==> src/design/b64d_pkg.sv <==
// b64d_pkg: shared types, codes and the character classifier for the base64 decoder
// used by b64d_decode, b64d_outq and base64_stream_decoder_core; no dependencies
`timescale 1ns / 1ps
`default_nettype none

package b64d_pkg;

  localparam int COUNT_BITS = 16;
  localparam int CMP_W      = ((COUNT_BITS > 16) ? COUNT_BITS : 16) + 1;
  localparam int BC_W       = 16;

  // pad, space, bad classes above the sextet range; plus, slash, digit base inside it
  localparam logic [7:0] CLS_PAD   = 8'hFE;
  localparam logic [7:0] CLS_SPACE = 8'hFD;
  localparam logic [7:0] CLS_BAD   = 8'hFF;
  localparam logic [7:0] CLS_PLUS  = 8'h3E;
  localparam logic [7:0] CLS_SLASH = 8'h3F;
  localparam logic [7:0] CLS_DIGIT = 8'h34;

  localparam logic [1:0] MODE_LENIENT = 2'd0;
  localparam logic [1:0] MODE_STRICT  = 2'd1;

  localparam logic [1:0] ST_OK       = 2'd0;
  localparam logic [1:0] ST_INVALID  = 2'd1;
  localparam logic [1:0] ST_OVERFLOW = 2'd2;

  localparam logic [1:0] REG_URL   = 2'd0;
  localparam logic [1:0] REG_MODE  = 2'd1;
  localparam logic [1:0] REG_LIMIT = 2'd2;

  typedef struct packed {
    logic        url_alphabet;
    logic [1:0]  decode_mode;
    logic [15:0] out_limit;
  } cfg_t;

  // results caused by one input character
  typedef struct packed {
    logic [1:0]            nbytes;
    logic [7:0]            byte0;
    logic [7:0]            byte1;
    logic [7:0]            byte2;
    logic [COUNT_BITS-1:0] base_count;
    logic                  has_status;
    logic [1:0]            status;
  } bundle_t;

  function automatic logic [7:0] classify(input logic [7:0] ch, input logic url);
    logic [7:0] c;
    c = CLS_BAD;
    if (ch inside {[8'h41:8'h5A]}) c = 8'(ch - 8'h41);
    else if (ch inside {[8'h61:8'h7A]}) c = 8'(ch - 8'h61 + 8'd26);
    else if (ch inside {[8'h30:8'h39]}) c = 8'(ch - 8'h30 + CLS_DIGIT);
    else if (ch == 8'h3D) c = CLS_PAD;
    else if (ch inside {8'h09, 8'h0A, 8'h0D, 8'h20}) c = CLS_SPACE;
    else if (url && ch == 8'h2D) c = CLS_PLUS;
    else if (url && ch == 8'h5F) c = CLS_SLASH;
    else if (!url && ch == 8'h2B) c = CLS_PLUS;
    else if (!url && ch == 8'h2F) c = CLS_SLASH;
    return c;
  endfunction

endpackage

`default_nettype wire

==> src/design/b64d_decode.sv <==
// b64d_decode: per-message decode state and the single-pass step for one character
// depends on b64d_pkg; feeds a result bundle to b64d_outq
`timescale 1ns / 1ps
`default_nettype none

module b64d_decode (
  input  wire logic            clk,
  input  wire logic            rst,
  input  wire logic            fire,
  input  wire logic [7:0]      char_in,
  input  wire logic            last_char,
  input  wire b64d_pkg::cfg_t  cfg,
  output b64d_pkg::bundle_t    bundle,
  output logic                 bundle_valid
);

  logic [17:0]                     sextet_acc, sextet_acc_next;
  logic [1:0]                      sextet_count, sextet_count_next;
  logic [2:0]                      pad_count, pad_count_next;
  logic [b64d_pkg::COUNT_BITS-1:0] out_count, out_count_next;
  logic [1:0]                      error_code, error_code_next;

  logic                     skip;
  logic [7:0]               cls;
  logic [5:0]               sx;
  logic [23:0]              word;
  logic [1:0]               nb;
  logic [b64d_pkg::CMP_W-1:0] lim_ext;
  logic [b64d_pkg::CMP_W-1:0] cmax_ext;
  logic [b64d_pkg::CMP_W-1:0] sum3;
  logic [b64d_pkg::CMP_W-1:0] sum_tail;
  logic [3:0]               pad_sum;
  logic                     is_strict;
  logic                     is_lenient;

  assign is_strict  = (cfg.decode_mode == b64d_pkg::MODE_STRICT);
  assign is_lenient = (cfg.decode_mode == b64d_pkg::MODE_LENIENT);
  assign cls        = b64d_pkg::classify(char_in, cfg.url_alphabet);
  assign sx         = cls[5:0];
  assign lim_ext    = b64d_pkg::CMP_W'(cfg.out_limit);
  assign cmax_ext   = b64d_pkg::CMP_W'({b64d_pkg::COUNT_BITS{1'b1}});
  assign sum3       = b64d_pkg::CMP_W'(out_count) + b64d_pkg::CMP_W'(3);
  assign skip       = (error_code != b64d_pkg::ST_OK) ||
                      (char_in == 8'h00 && last_char && !is_strict);

  always_comb begin
    sextet_acc_next   = sextet_acc;
    sextet_count_next = sextet_count;
    pad_count_next    = pad_count;
    out_count_next    = out_count;
    error_code_next   = error_code;
    word              = 24'h0;
    nb                = 2'd0;
    sum_tail          = '0;
    pad_sum           = 4'h0;

    if (!skip) begin
      if (cls == b64d_pkg::CLS_PAD) begin
        if (pad_count != 3'd7) pad_count_next = 3'(pad_count + 3'd1);
      end else if (cls == b64d_pkg::CLS_SPACE) begin
        if (is_strict) error_code_next = b64d_pkg::ST_INVALID;
      end else if (cls == b64d_pkg::CLS_BAD) begin
        if (!is_lenient) error_code_next = b64d_pkg::ST_INVALID;
      end else if (pad_count != 3'd0 && !is_lenient) begin
        error_code_next = b64d_pkg::ST_INVALID;
      end else if (sextet_count == 2'd3) begin
        sextet_acc_next   = 18'h0;
        sextet_count_next = 2'd0;
        if (sum3 <= lim_ext && sum3 <= cmax_ext) begin
          word = {sextet_acc, sx};
          nb   = 2'd3;
        end else begin
          error_code_next = b64d_pkg::ST_OVERFLOW;
        end
      end else begin
        sextet_acc_next   = {sextet_acc[11:0], sx};
        sextet_count_next = 2'(sextet_count + 2'd1);
      end
    end

    // trailing partial group at the end of the message
    if (last_char && error_code_next == b64d_pkg::ST_OK && sextet_count_next != 2'd0) begin
      pad_sum  = 4'(pad_count_next) + 4'(sextet_count_next);
      sum_tail = b64d_pkg::CMP_W'(out_count) +
                 b64d_pkg::CMP_W'(sextet_count_next - 2'd1);
      if (sextet_count_next == 2'd1) begin
        error_code_next = b64d_pkg::ST_INVALID;
      end else if (pad_sum != 4'd4 && is_strict && !cfg.url_alphabet) begin
        error_code_next = b64d_pkg::ST_INVALID;
      end else if (!(sum_tail <= lim_ext && sum_tail <= cmax_ext)) begin
        error_code_next = b64d_pkg::ST_OVERFLOW;
      end else begin
        nb = 2'(sextet_count_next - 2'd1);
        if (sextet_count_next == 2'd2) word = {sextet_acc_next[11:0], 12'h0};
        else word = {sextet_acc_next, 6'h0};
      end
    end

    out_count_next = out_count + b64d_pkg::COUNT_BITS'(nb);

    bundle.nbytes     = nb;
    bundle.byte0      = word[23:16];
    bundle.byte1      = word[15:8];
    bundle.byte2      = word[7:0];
    bundle.base_count = out_count;
    bundle.has_status = last_char;
    bundle.status     = error_code_next;
    bundle_valid      = fire && (last_char || nb != 2'd0);

    if (last_char) begin
      sextet_acc_next   = 18'h0;
      sextet_count_next = 2'd0;
      pad_count_next    = 3'd0;
      out_count_next    = '0;
      error_code_next   = b64d_pkg::ST_OK;
    end
  end

  always_ff @(posedge clk) begin
    if (rst) begin
      sextet_acc   <= 18'h0;
      sextet_count <= 2'd0;
      pad_count    <= 3'd0;
      out_count    <= '0;
      error_code   <= b64d_pkg::ST_OK;
    end else if (fire) begin
      sextet_acc   <= sextet_acc_next;
      sextet_count <= sextet_count_next;
      pad_count    <= pad_count_next;
      out_count    <= out_count_next;
      error_code   <= error_code_next;
    end
  end

endmodule

`default_nettype wire

==> src/design/b64d_outq.sv <==
// b64d_outq: two-entry queue of result bundles and the serializer that sends one beat
// per result item; depends on b64d_pkg
`timescale 1ns / 1ps
`default_nettype none

module b64d_outq (
  input  wire logic               clk,
  input  wire logic               rst,
  input  wire logic               push,
  input  wire b64d_pkg::bundle_t  push_data,
  output logic                    has_room,
  output logic                    m_tvalid,
  input  wire logic               m_tready,
  output logic [31:0]             m_tdata,
  output logic                    m_tlast,
  output logic                    m_tuser
);

  b64d_pkg::bundle_t entry [2];
  logic       head, tail;
  logic [1:0] count;
  logic [1:0] idx;
  logic       pop;
  logic       beat;
  logic       is_byte;
  logic [2:0] items;
  logic [7:0] dbyte;
  logic [1:0] dstatus;
  logic [b64d_pkg::COUNT_BITS-1:0] cnt;
  b64d_pkg::bundle_t hd;

  assign hd       = entry[head];
  assign has_room = (count != 2'd2);
  assign m_tvalid = (count != 2'd0);
  assign beat     = m_tvalid && m_tready;
  assign items    = 3'(hd.nbytes) + 3'(hd.has_status);
  assign is_byte  = (idx < hd.nbytes);
  assign m_tlast  = (3'(idx) + 3'd1 == items);
  assign pop      = beat && m_tlast;

  always_comb begin
    case (idx)
      2'd0:    dbyte = hd.byte0;
      2'd1:    dbyte = hd.byte1;
      2'd2:    dbyte = hd.byte2;
      default: dbyte = 8'h00;
    endcase
    if (!is_byte) dbyte = 8'h00;
    dstatus = is_byte ? b64d_pkg::ST_OK : hd.status;
    cnt = is_byte ? hd.base_count + b64d_pkg::COUNT_BITS'(3'(idx) + 3'd1)
                  : hd.base_count + b64d_pkg::COUNT_BITS'(hd.nbytes);
    m_tuser = !is_byte;
    // data_byte, status, byte_count from bit 0 up
    m_tdata = {6'h0, b64d_pkg::BC_W'(cnt), dstatus, dbyte};
  end

  always_ff @(posedge clk) begin
    if (push) entry[tail] <= push_data;
  end

  always_ff @(posedge clk) begin
    if (rst) begin
      head  <= 1'b0;
      tail  <= 1'b0;
      count <= 2'd0;
      idx   <= 2'd0;
    end else begin
      if (push) tail <= ~tail;
      if (pop) begin
        head <= ~head;
        idx  <= 2'd0;
      end else if (beat) begin
        idx <= 2'(idx + 2'd1);
      end
      count <= 2'(count + 2'(push) - 2'(pop));
    end
  end

endmodule

`default_nettype wire

==> src/design/base64_stream_decoder_core.sv <==
// base64_stream_decoder_core: top level with configuration registers and stream ports
// depends on b64d_pkg, b64d_decode and b64d_outq
//
// Input stream (s_*): one encoded character per beat in s_tdata[7:0], s_tlast on the
// final character of a message. Output stream (m_*): one result item per beat; m_tuser
// is 0 for a data byte and 1 for the end-of-message status item, m_tlast marks the last
// item caused by one character. Each character is decoded in the cycle it is taken and
// its one to four result items are written as a bundle into a two-entry output queue.
// Throughput: one character per cycle while s_tready is high; output runs at one item
// per cycle while m_tready is high, so a group of four characters (three bytes) never
// backs up the input. A character that gives no result leaves the queue untouched.
// s_tready drops only while both queue entries are occupied, so a stalled receiver
// holds the input back after at most two bundles.
// Reset (rst, synchronous) empties the queue, clears the message state and loads the
// registers with standard alphabet, lenient mode and a byte limit of 65535.
// Configuration: APB port, url_alphabet at 0x0, decode_mode at 0x4, out_limit at 0x8.
`timescale 1ns / 1ps
`default_nettype none

module base64_stream_decoder_core (
  input  wire logic        clk,
  input  wire logic        rst,
  input  wire logic        s_tvalid,
  output logic             s_tready,
  input  wire logic [7:0]  s_tdata,   // char_in
  input  wire logic        s_tlast,
  output logic             m_tvalid,
  input  wire logic        m_tready,
  output logic [31:0]      m_tdata,   // data_byte, status, byte_count, zero fill
  output logic             m_tlast,
  output logic             m_tuser,   // is_status
  input  wire logic        psel,
  input  wire logic        penable,
  input  wire logic        pwrite,
  input  wire logic [3:0]  paddr,
  input  wire logic [31:0] pwdata,
  output logic [31:0]      prdata,
  output logic             pready
);

  b64d_pkg::cfg_t    cfg;
  b64d_pkg::bundle_t bundle;
  logic              bundle_valid;
  logic              has_room;
  logic              fire;
  logic              wr;

  assign pready   = 1'b1;
  assign wr       = psel && penable && pwrite && pready;
  assign s_tready = has_room;
  assign fire     = s_tvalid && s_tready;

  always_ff @(posedge clk) begin
    if (rst) begin
      cfg.url_alphabet <= 1'b0;
      cfg.decode_mode  <= b64d_pkg::MODE_LENIENT;
      cfg.out_limit    <= 16'hFFFF;
    end else if (wr) begin
      case (paddr[3:2])
        b64d_pkg::REG_URL:   cfg.url_alphabet <= pwdata[0];
        b64d_pkg::REG_MODE:  cfg.decode_mode  <= pwdata[1:0];
        b64d_pkg::REG_LIMIT: cfg.out_limit    <= pwdata[15:0];
        default: ;
      endcase
    end
  end

  always_comb begin
    case (paddr[3:2])
      b64d_pkg::REG_URL:   prdata = {31'h0, cfg.url_alphabet};
      b64d_pkg::REG_MODE:  prdata = {30'h0, cfg.decode_mode};
      b64d_pkg::REG_LIMIT: prdata = {16'h0, cfg.out_limit};
      default:             prdata = 32'h0;
    endcase
  end

  b64d_decode u_decode (
    .clk          (clk),
    .rst          (rst),
    .fire         (fire),
    .char_in      (s_tdata),
    .last_char    (s_tlast),
    .cfg          (cfg),
    .bundle       (bundle),
    .bundle_valid (bundle_valid)
  );

  b64d_outq u_outq (
    .clk       (clk),
    .rst       (rst),
    .push      (bundle_valid),
    .push_data (bundle),
    .has_room  (has_room),
    .m_tvalid  (m_tvalid),
    .m_tready  (m_tready),
    .m_tdata   (m_tdata),
    .m_tlast   (m_tlast),
    .m_tuser   (m_tuser)
  );

endmodule

`default_nettype wire

==> config.mk <==
export PLATFORM = sky130hd
export DESIGN_NAME = base64_stream_decoder_core
export DESIGN_NICKNAME = d
export VERILOG_FILES = /design/src/design/b64d_pkg.sv /design/src/design/b64d_decode.sv /design/src/design/b64d_outq.sv /design/src/design/base64_stream_decoder_core.sv
export SDC_FILE = /design/constraint.sdc
export NUM_CORES = 1
export LEC_CHECK = 0
export ABC_AREA = 0
export BUFFER_PORTS_ARGS = -buffer_cell sky130_fd_sc_hd__buf_2
export CAP_MARGIN = 20
export CORE_UTILIZATION = 54
export DETAILED_ROUTE_END_ITERATION = 8
export HOLD_SLACK_MARGIN = 0.08
export PLACE_DENSITY_LB_ADDON = 0.15
export SLEW_MARGIN = 0
export SYNTH_ARGS = -nofsm -noshare
export SYNTH_HDL_FRONTEND = slang
export SYNTH_SLANG_ARGS = --single-unit
==> constraint.sdc <==
create_clock -name clk -period 9.1 [get_ports clk]
set_input_delay 1.82 -clock clk [delete_from_list [all_inputs] [get_ports clk]]
set_output_delay 1.82 -clock clk [all_outputs]
set_load 0.02 [all_outputs]
==> reports/results.ini, run 1 <==
[worst_setup_path]
arrival_ns=8.92
cpMostUsedCell=ha_1
critical-path-slowest-cell=fa_1
crit_required_ns=9.46
startpoint_type=input pin
critPathMaxFanout=8
cp-end-kind=flip-flop
critPathKind=in -> reg
slowest_delay_ns=0.47

[drt]
top_layer=met4
via_per_inst=5.93
wl_met1_um=11600
vias=8370
drt_iter0_drc=684
dr.pass1.iters=8
drc=2
wl_met3_um=1260
wl_um=24000
met2_wirelength_um=10900
ant_nets=0
wire_per_inst_um=17.0

[synthesis]
ys_seq_elements=157
async_reset_ff_frac=0
synth_edf_count=90
synth_flop_cell=edfxtp_1
synth_seq_area_share=0.393
netlist_instances=1088
ys_types=87
syn_area_per_cell_um2=9.46
yosys_warnings=0
syn_area_um2=10300

[place]
dp.cells=1378
hpwl_um=17100
gp_congestion=0.914
numPortBuffers=79

[pwr]
clkPwrFrac=0.379
p_sw_w=0.000600
ir_worst_vdd_v=0.000115
combPwrFrac=0.212
p_leak_nw=4.57
power.density_nw_per_um2=166
pwr-share-seq=0.410
swShare=0.312
p_int_w=0.00132

[clocking]
cts_inserted_buffers=17
clkTransAtPathRegs_ns=0.07
clock_path_buffers=2
root_buffer=clkbuf_16
clock-sinks=157
h-tree-depth=4
clkLatencyLatePin_ns=0.44
cts_setup_buffers=0
cts_tree=done

[global_route]
grt_first_pass_wirelength_um=38500
grt_usage=0.247
grt_max_degree=56
overflow=0
grt_antenna_before_repair=0
grt_pass1_vias=7589

[die]
fp.dieW_um=140
die_area_um2=19600
die_h_um=140
rows=50
ios=121
initial_core_util=0.550
core-area_um2=18700

[cells_and_area]
multiInputGateArea_um2=5710
layout.cells.non_filler=1411
final_util=0.618
n_fill_cell=1593
seq_area_um2=4050
drive_gt1_frac=0.161
nets=1285
area_delta_synth_final_pct=12.4
antenna_cells=0

[run]
maxCapViolations=0

[timing]
period_needed_ns=8.56
hold_viol_final=0
relSlewSlack=0.266
finClkSkew_ns=0.0119
tightest_slew_ns=1.10
fin_crit_sh=0.941
slew_viol_final=0
fmax_ghz=0.117
finalSetupViolCount=0

[min_path]
worstHoldPathType=reg -> reg

[outcome]
status=complete, but fails checks
violations=DRC

layout by cell type, fill, tap and decap left out, types with 10 or more instances in the layout:
cell type / instances
nor2_1: 102
edfxtp_1: 90
buf_2: 79
nand2_1: 69
dfxtp_1: 66
ha_1: 64
inv_1: 54
a21oi_1: 47
buf_4: 38
mux2i_1: 35
o21ai_0: 34
xnor2_1: 33
nor2b_1: 31
xor2_1: 29
nor3_1: 28
a222oi_1: 23
conb_1: 23
nand3_1: 22
and2_1: 21
nand4_1: 20
a22oi_1: 19
a211o_1: 17
clkbuf_16: 17
or3_1: 16
nand2b_1: 13
nor4_1: 13
a32oi_1: 12
a211oi_1: 10
stage by stage:
stage	setup TNS (ns)	setup WS [ns]	instance area [um2]	hold WS (ns)	power (W)
after floorplan	0	0.333	10400	0.420	0.00110
after detailed placement	0	0.0388	10900	0.502	0.00121
final	0	0.536	11600	0.536	0.00192
after CTS	0	0.427	11500	0.535	0.00193
after global routing	-0.0148	-0.0113	11600	0.546	0.00201
after global placement	0	0.131	10900	0.502	0.00120
layout make-up:
cell class                      count  area share
Timing Repair Buffer              118      0.0606
Clock inverter                     15      0.0159
Inverter                           55      0.0178
Tap cell                          234      0.0253
Multi-Input combinational cell    815       0.494
Clock buffer                       17      0.0368
Sequential cell                   157       0.350
per-layer routing:
layer  vias to the layer above  track usage
met5                         -            0
met4                         0       0.0654
met3                        19       0.0390
met2                       291        0.390
met1                      3930        0.354
li1                       4130            -
logic make-up after synthesis:
kind of cell	synth area share
fa+ha+maj	0.0868
buf+inv	0.0626
compound gates	0.171
mux	0.0421
xor+xnor	0.0528
other cells	0.000730
flops	0.393
simple gates	0.191
flip-flops by register name (all words and copies together), names as in the netlist, named ones only:
name                   count
u_outq.tail                1
u_outq.entry              90
cfg                       19
u_decode.sextet_acc       18
u_outq.idx                 2
u_decode.pad_count         3
u_outq.head                1
u_decode.sextet_count      2
u_decode.error_code        2
u_decode.out_count        16
u_outq.count               2
final timing paths:
check,startpoint,end,slack [ns],cells past startpoint
worst max-delay path,s_tdata[0],u_decode.out_count[15],0.54,34
worst min-delay path,u_outq.head,flip-flop,0.54,2
worst max register to register,cfg[18],u_decode.out_count[15],1.86,29
worst min register to register,u_outq.head,flip-flop,0.54,2
worst max-delay path: cells and delay by family:
kind	cells	cell delay, ns
xor+xnor	1	0.23
simple gates	11	2.19
buf+inv	6	0.84
fa+ha+maj	5	1.51
compound gates	10	2.03
mux	1	0.31
cells in the mapped netlist, drive strengths merged (6+ instances only):
library cell | n | area (um2)
or2 | 9 | 56.3
dfxtp | 67 | 1340
o21ai | 36 | 180
mux2 | 7 | 82.6
mux2i | 35 | 350
a32oi | 12 | 105
nand3 | 25 | 135
nor2 | 103 | 403
a21oi | 49 | 249
a222oi | 23 | 230
a211o | 17 | 149
and2 | 23 | 144
or3 | 16 | 100
edfxtp | 90 | 2700
a211oi | 12 | 100
xnor2 | 33 | 289
nand2b | 13 | 81.3
nor4 | 13 | 81.3
and3 | 9 | 61.3
o21a | 8 | 60.1
inv | 54 | 203
xor2 | 29 | 254
a21o | 6 | 45.0
nand2 | 70 | 265
clkbuf | 38 | 145
nor2b | 32 | 200
buf | 44 | 293
a22oi | 19 | 143
nand4 | 20 | 125
nor3 | 30 | 155
ha | 65 | 813
power groups by stage:
| stage | logic, W | clock network [W] | registers (W) |
|---|---|---|---|
| floorplan | 0.000298 | 0 | 0.000801 |
| global placement | 0.000399 | 0 | 0.000803 |
| detailed placement | 0.000402 | 0 | 0.000804 |
| CTS | 0.000405 | 0.000738 | 0.000789 |
| global route | 0.000447 | 0.000768 | 0.000791 |
| finish | 0.000407 | 0.000729 | 0.000789 |
timing repair:
action	4_1_cts	5_1_grt
resized for setup	0	4
setup endpoints to repair	0	7
hold buffers	0	0
Power figures use the tool's default switching activity.
==> inputs of run 2 (changes only) <==
Settings changed: CELL_PAD_IN_SITES_DETAIL_PLACEMENT set to 1, CELL_PAD_IN_SITES_GLOBAL_PLACEMENT set to 1, CORE_UTILIZATION 54 to 42.
==> run 2 against run 1 <==
Against the previous run: the run now ends clean; flip-flop and latch count did not move; hold slack worse by 0.014 ns; global-route usage decreased by 1.9 points; core utilization down 12 points; maximum frequency up 0.12%; count of clock-buffer cells in the layout unchanged; critical path depth grew 1; largest cell class unchanged; largest power group unchanged.
==> reports/results.ini, run 2 (same netlist as run 1, synthesis figures left out) <==
[timing]
rsz0062_at_grt=no
tightest_slew_ns=0.946  ; -0.156 ns
fmax_ghz=0.117  ; +0.12%
slew_viol_final=0  ; unchanged
fin_crit_sh=0.940  ; -0.00111
setup_ws_ns=0.546  ; +0.0101 ns
finalSetupViolCount=0  ; unchanged
hold_viol_final=0  ; unchanged
finClkSkew_ns=0.0145  ; +0.00258 ns
relSlewSlack=0.368  ; +0.102
fin_setup_tns_ns=0  ; unchanged
period_needed_ns=8.55  ; -0.0101 ns

[place]
placed_area_um2=11200  ; +2.5%
post-place-ws_ns=-0.133  ; -0.172 ns
hpwl_um=20300  ; +19%
gp_congestion=0.866  ; -5.2%
dp.cells=1485  ; +7.8%
numPortBuffers=79  ; unchanged

[cells_and_area]
final_common_cell=nor2_1
nets=1307  ; +1.7%
area_delta_synth_final_pct=15.1
largest-register=u_outq.entry
layout.cells.non_filler=1518  ; +7.6%
postLayoutCellArea_um2=11800  ; +2.4%
most-common-layout-cells=nor2_1, edfxtp_1, buf_2
antenna_cells=0  ; unchanged
largest_reg_flops=90  ; unchanged
reg_top3=u_outq.entry (90), cfg (19), u_decode.sextet_acc (18)
drive_gt1_frac=0.176  ; +0.0154

[worst_setup_path]
crit_required_ns=9.46  ; about the same
cpMostUsedCell=ha_1
critPathMaxFanout=6  ; -2
rrSetupSlack_ns=1.80  ; -0.06 ns
arrival_ns=8.92  ; about the same
startpoint_type=input pin
critPathKind=in -> reg
critical-path-slowest-cell=a2111oi_0
reg2reg_depth=32  ; +10%
slowest_delay_ns=0.42  ; -0.05 ns
cp-end-kind=flip-flop

[pwr]
p_leak_nw=4.69  ; +2.6%
clkPwrFrac=0.378  ; about the same
combPwrFrac=0.217  ; +0.005
p_int_w=0.00133  ; +0.55%
p_sw_w=0.000618  ; +2.9%
power.density_nw_per_um2=165  ; -1.1%
power.total_w=0.00195  ; +1.3%
pwr-share-seq=0.405  ; -0.005
swShare=0.317  ; +0.00504
ir_worst_vdd_v=0.000108  ; -6.0%

[drt]
drt_iter0_drc=441  ; -36%
wire_per_inst_um=18.2  ; +7.2%
ant_nets=0  ; unchanged
via_per_inst=5.62  ; -5.2%
wl_um=27700  ; +15%
drc=0  ; -2
dr.pass1.iters=7  ; -1
vias=8535  ; +2.0%

[die]
core-area_um2=23800  ; +27%
initial_core_util=0.433  ; -0.117
die_h_um=159  ; +13%
rows=56  ; +12%
ios=121  ; unchanged
fp.dieW_um=159  ; +13%
die_area_um2=25100  ; +28%

[run]
maxCapViolations=0  ; unchanged

[min_path]
hold_path_depth=2  ; unchanged
worstHoldPathType=reg -> reg

[global_route]
overflow=0  ; unchanged
grt_antenna_before_repair=1  ; +1
grt_usage=0.228  ; -0.0192
grt_max_degree=57  ; +1.8%
grt_pass1_vias=8465  ; +12%
grt_first_pass_wirelength_um=44500  ; +15%

[outcome]
status=complete, no violations

[clocking]
clock_path_buffers=2  ; unchanged
h-tree-depth=4  ; unchanged
cts_inserted_buffers=17  ; unchanged
cts_hold_buf=0  ; unchanged
clkLatencyLatePin_ns=0.43  ; about the same
root_buffer=clkbuf_16
cts_tree=done
clkTransAtPathRegs_ns=0.08  ; about the same
clock-sinks=157  ; unchanged

==> run 2: changes by cell type in the layout (fill, tap and decap cells not counted), moves of 2 or more <==
cell | previous run | this run
buf_4 | 38 | 60
clkinv_4 | 0 | 2
o21ai_1 | 2 | 4
o21ai_0 | 34 | 32
==> run 2: path summary, 6_finish.rpt <==
path | start | end
setup / recovery | s_tdata[2] | u_decode.out_count[14]
hold / removal | u_outq.head | u_outq.head
setup reg to reg | cfg[18] | u_decode.out_count[14]
hold reg to reg | u_outq.head | u_outq.head
==> run 2: what timing repair did <==
action                     4_1_cts  5_1_grt
resized for setup                0        5
buffers inserted                 0        0
setup endpoints to repair        0       10
==> run 2: cell type report <==
cell class / count / area, um2
clock buffer: 17 / 425
clock inverter: 15 / 185
fill: 2751 / 11900
inverter: 55 / 206
multi-input combinational: 815 / 5710
sequential: 157 / 4050
tap: 319 / 399
timing repair buffer: 140 / 873
==> run 2: per-layer routing <==
metal  share of wire  global-route usage  up-vias
li1                -                   -     4179
met2            0.45               0.363      224
met5               0                   0        -
met1            0.49               0.325     4105
met3           0.047              0.0318       27
met4           0.012              0.0563        0
==> run 2: per-stage QoR <==
stage	util	hold WS (ns)
finish	0.499	0.522
global placement	0.471	0.500
detailed placement	0.471	0.508
floorplan	-	0.420
global route	0.499	0.569
CTS	0.497	0.529
==> run 2: power by group through the flow <==
| stage | Sequential (W) | Combinational, W | Clock [W] |
|---|---|---|---|
| finish | 0.000789 | 0.000423 | 0.000737 |
| global route | 0.000792 | 0.000470 | 0.000776 |
| CTS | 0.000789 | 0.000425 | 0.000749 |
| detailed placement | 0.000805 | 0.000422 | 0 |
| global placement | 0.000804 | 0.000415 | 0 |
| floorplan | 0.000801 | 0.000298 | 0 |
==> run 2: critical path: cells and delay by family <==
kind	cells	cell delay (ns)
adder cells (fa/ha/maj)	6	1.72
AO/OA/AOI/OAI	13	2.66
buffers and inverters	7	0.92
XOR/XNOR	1	0.19
AND/OR/NAND/NOR	8	1.62
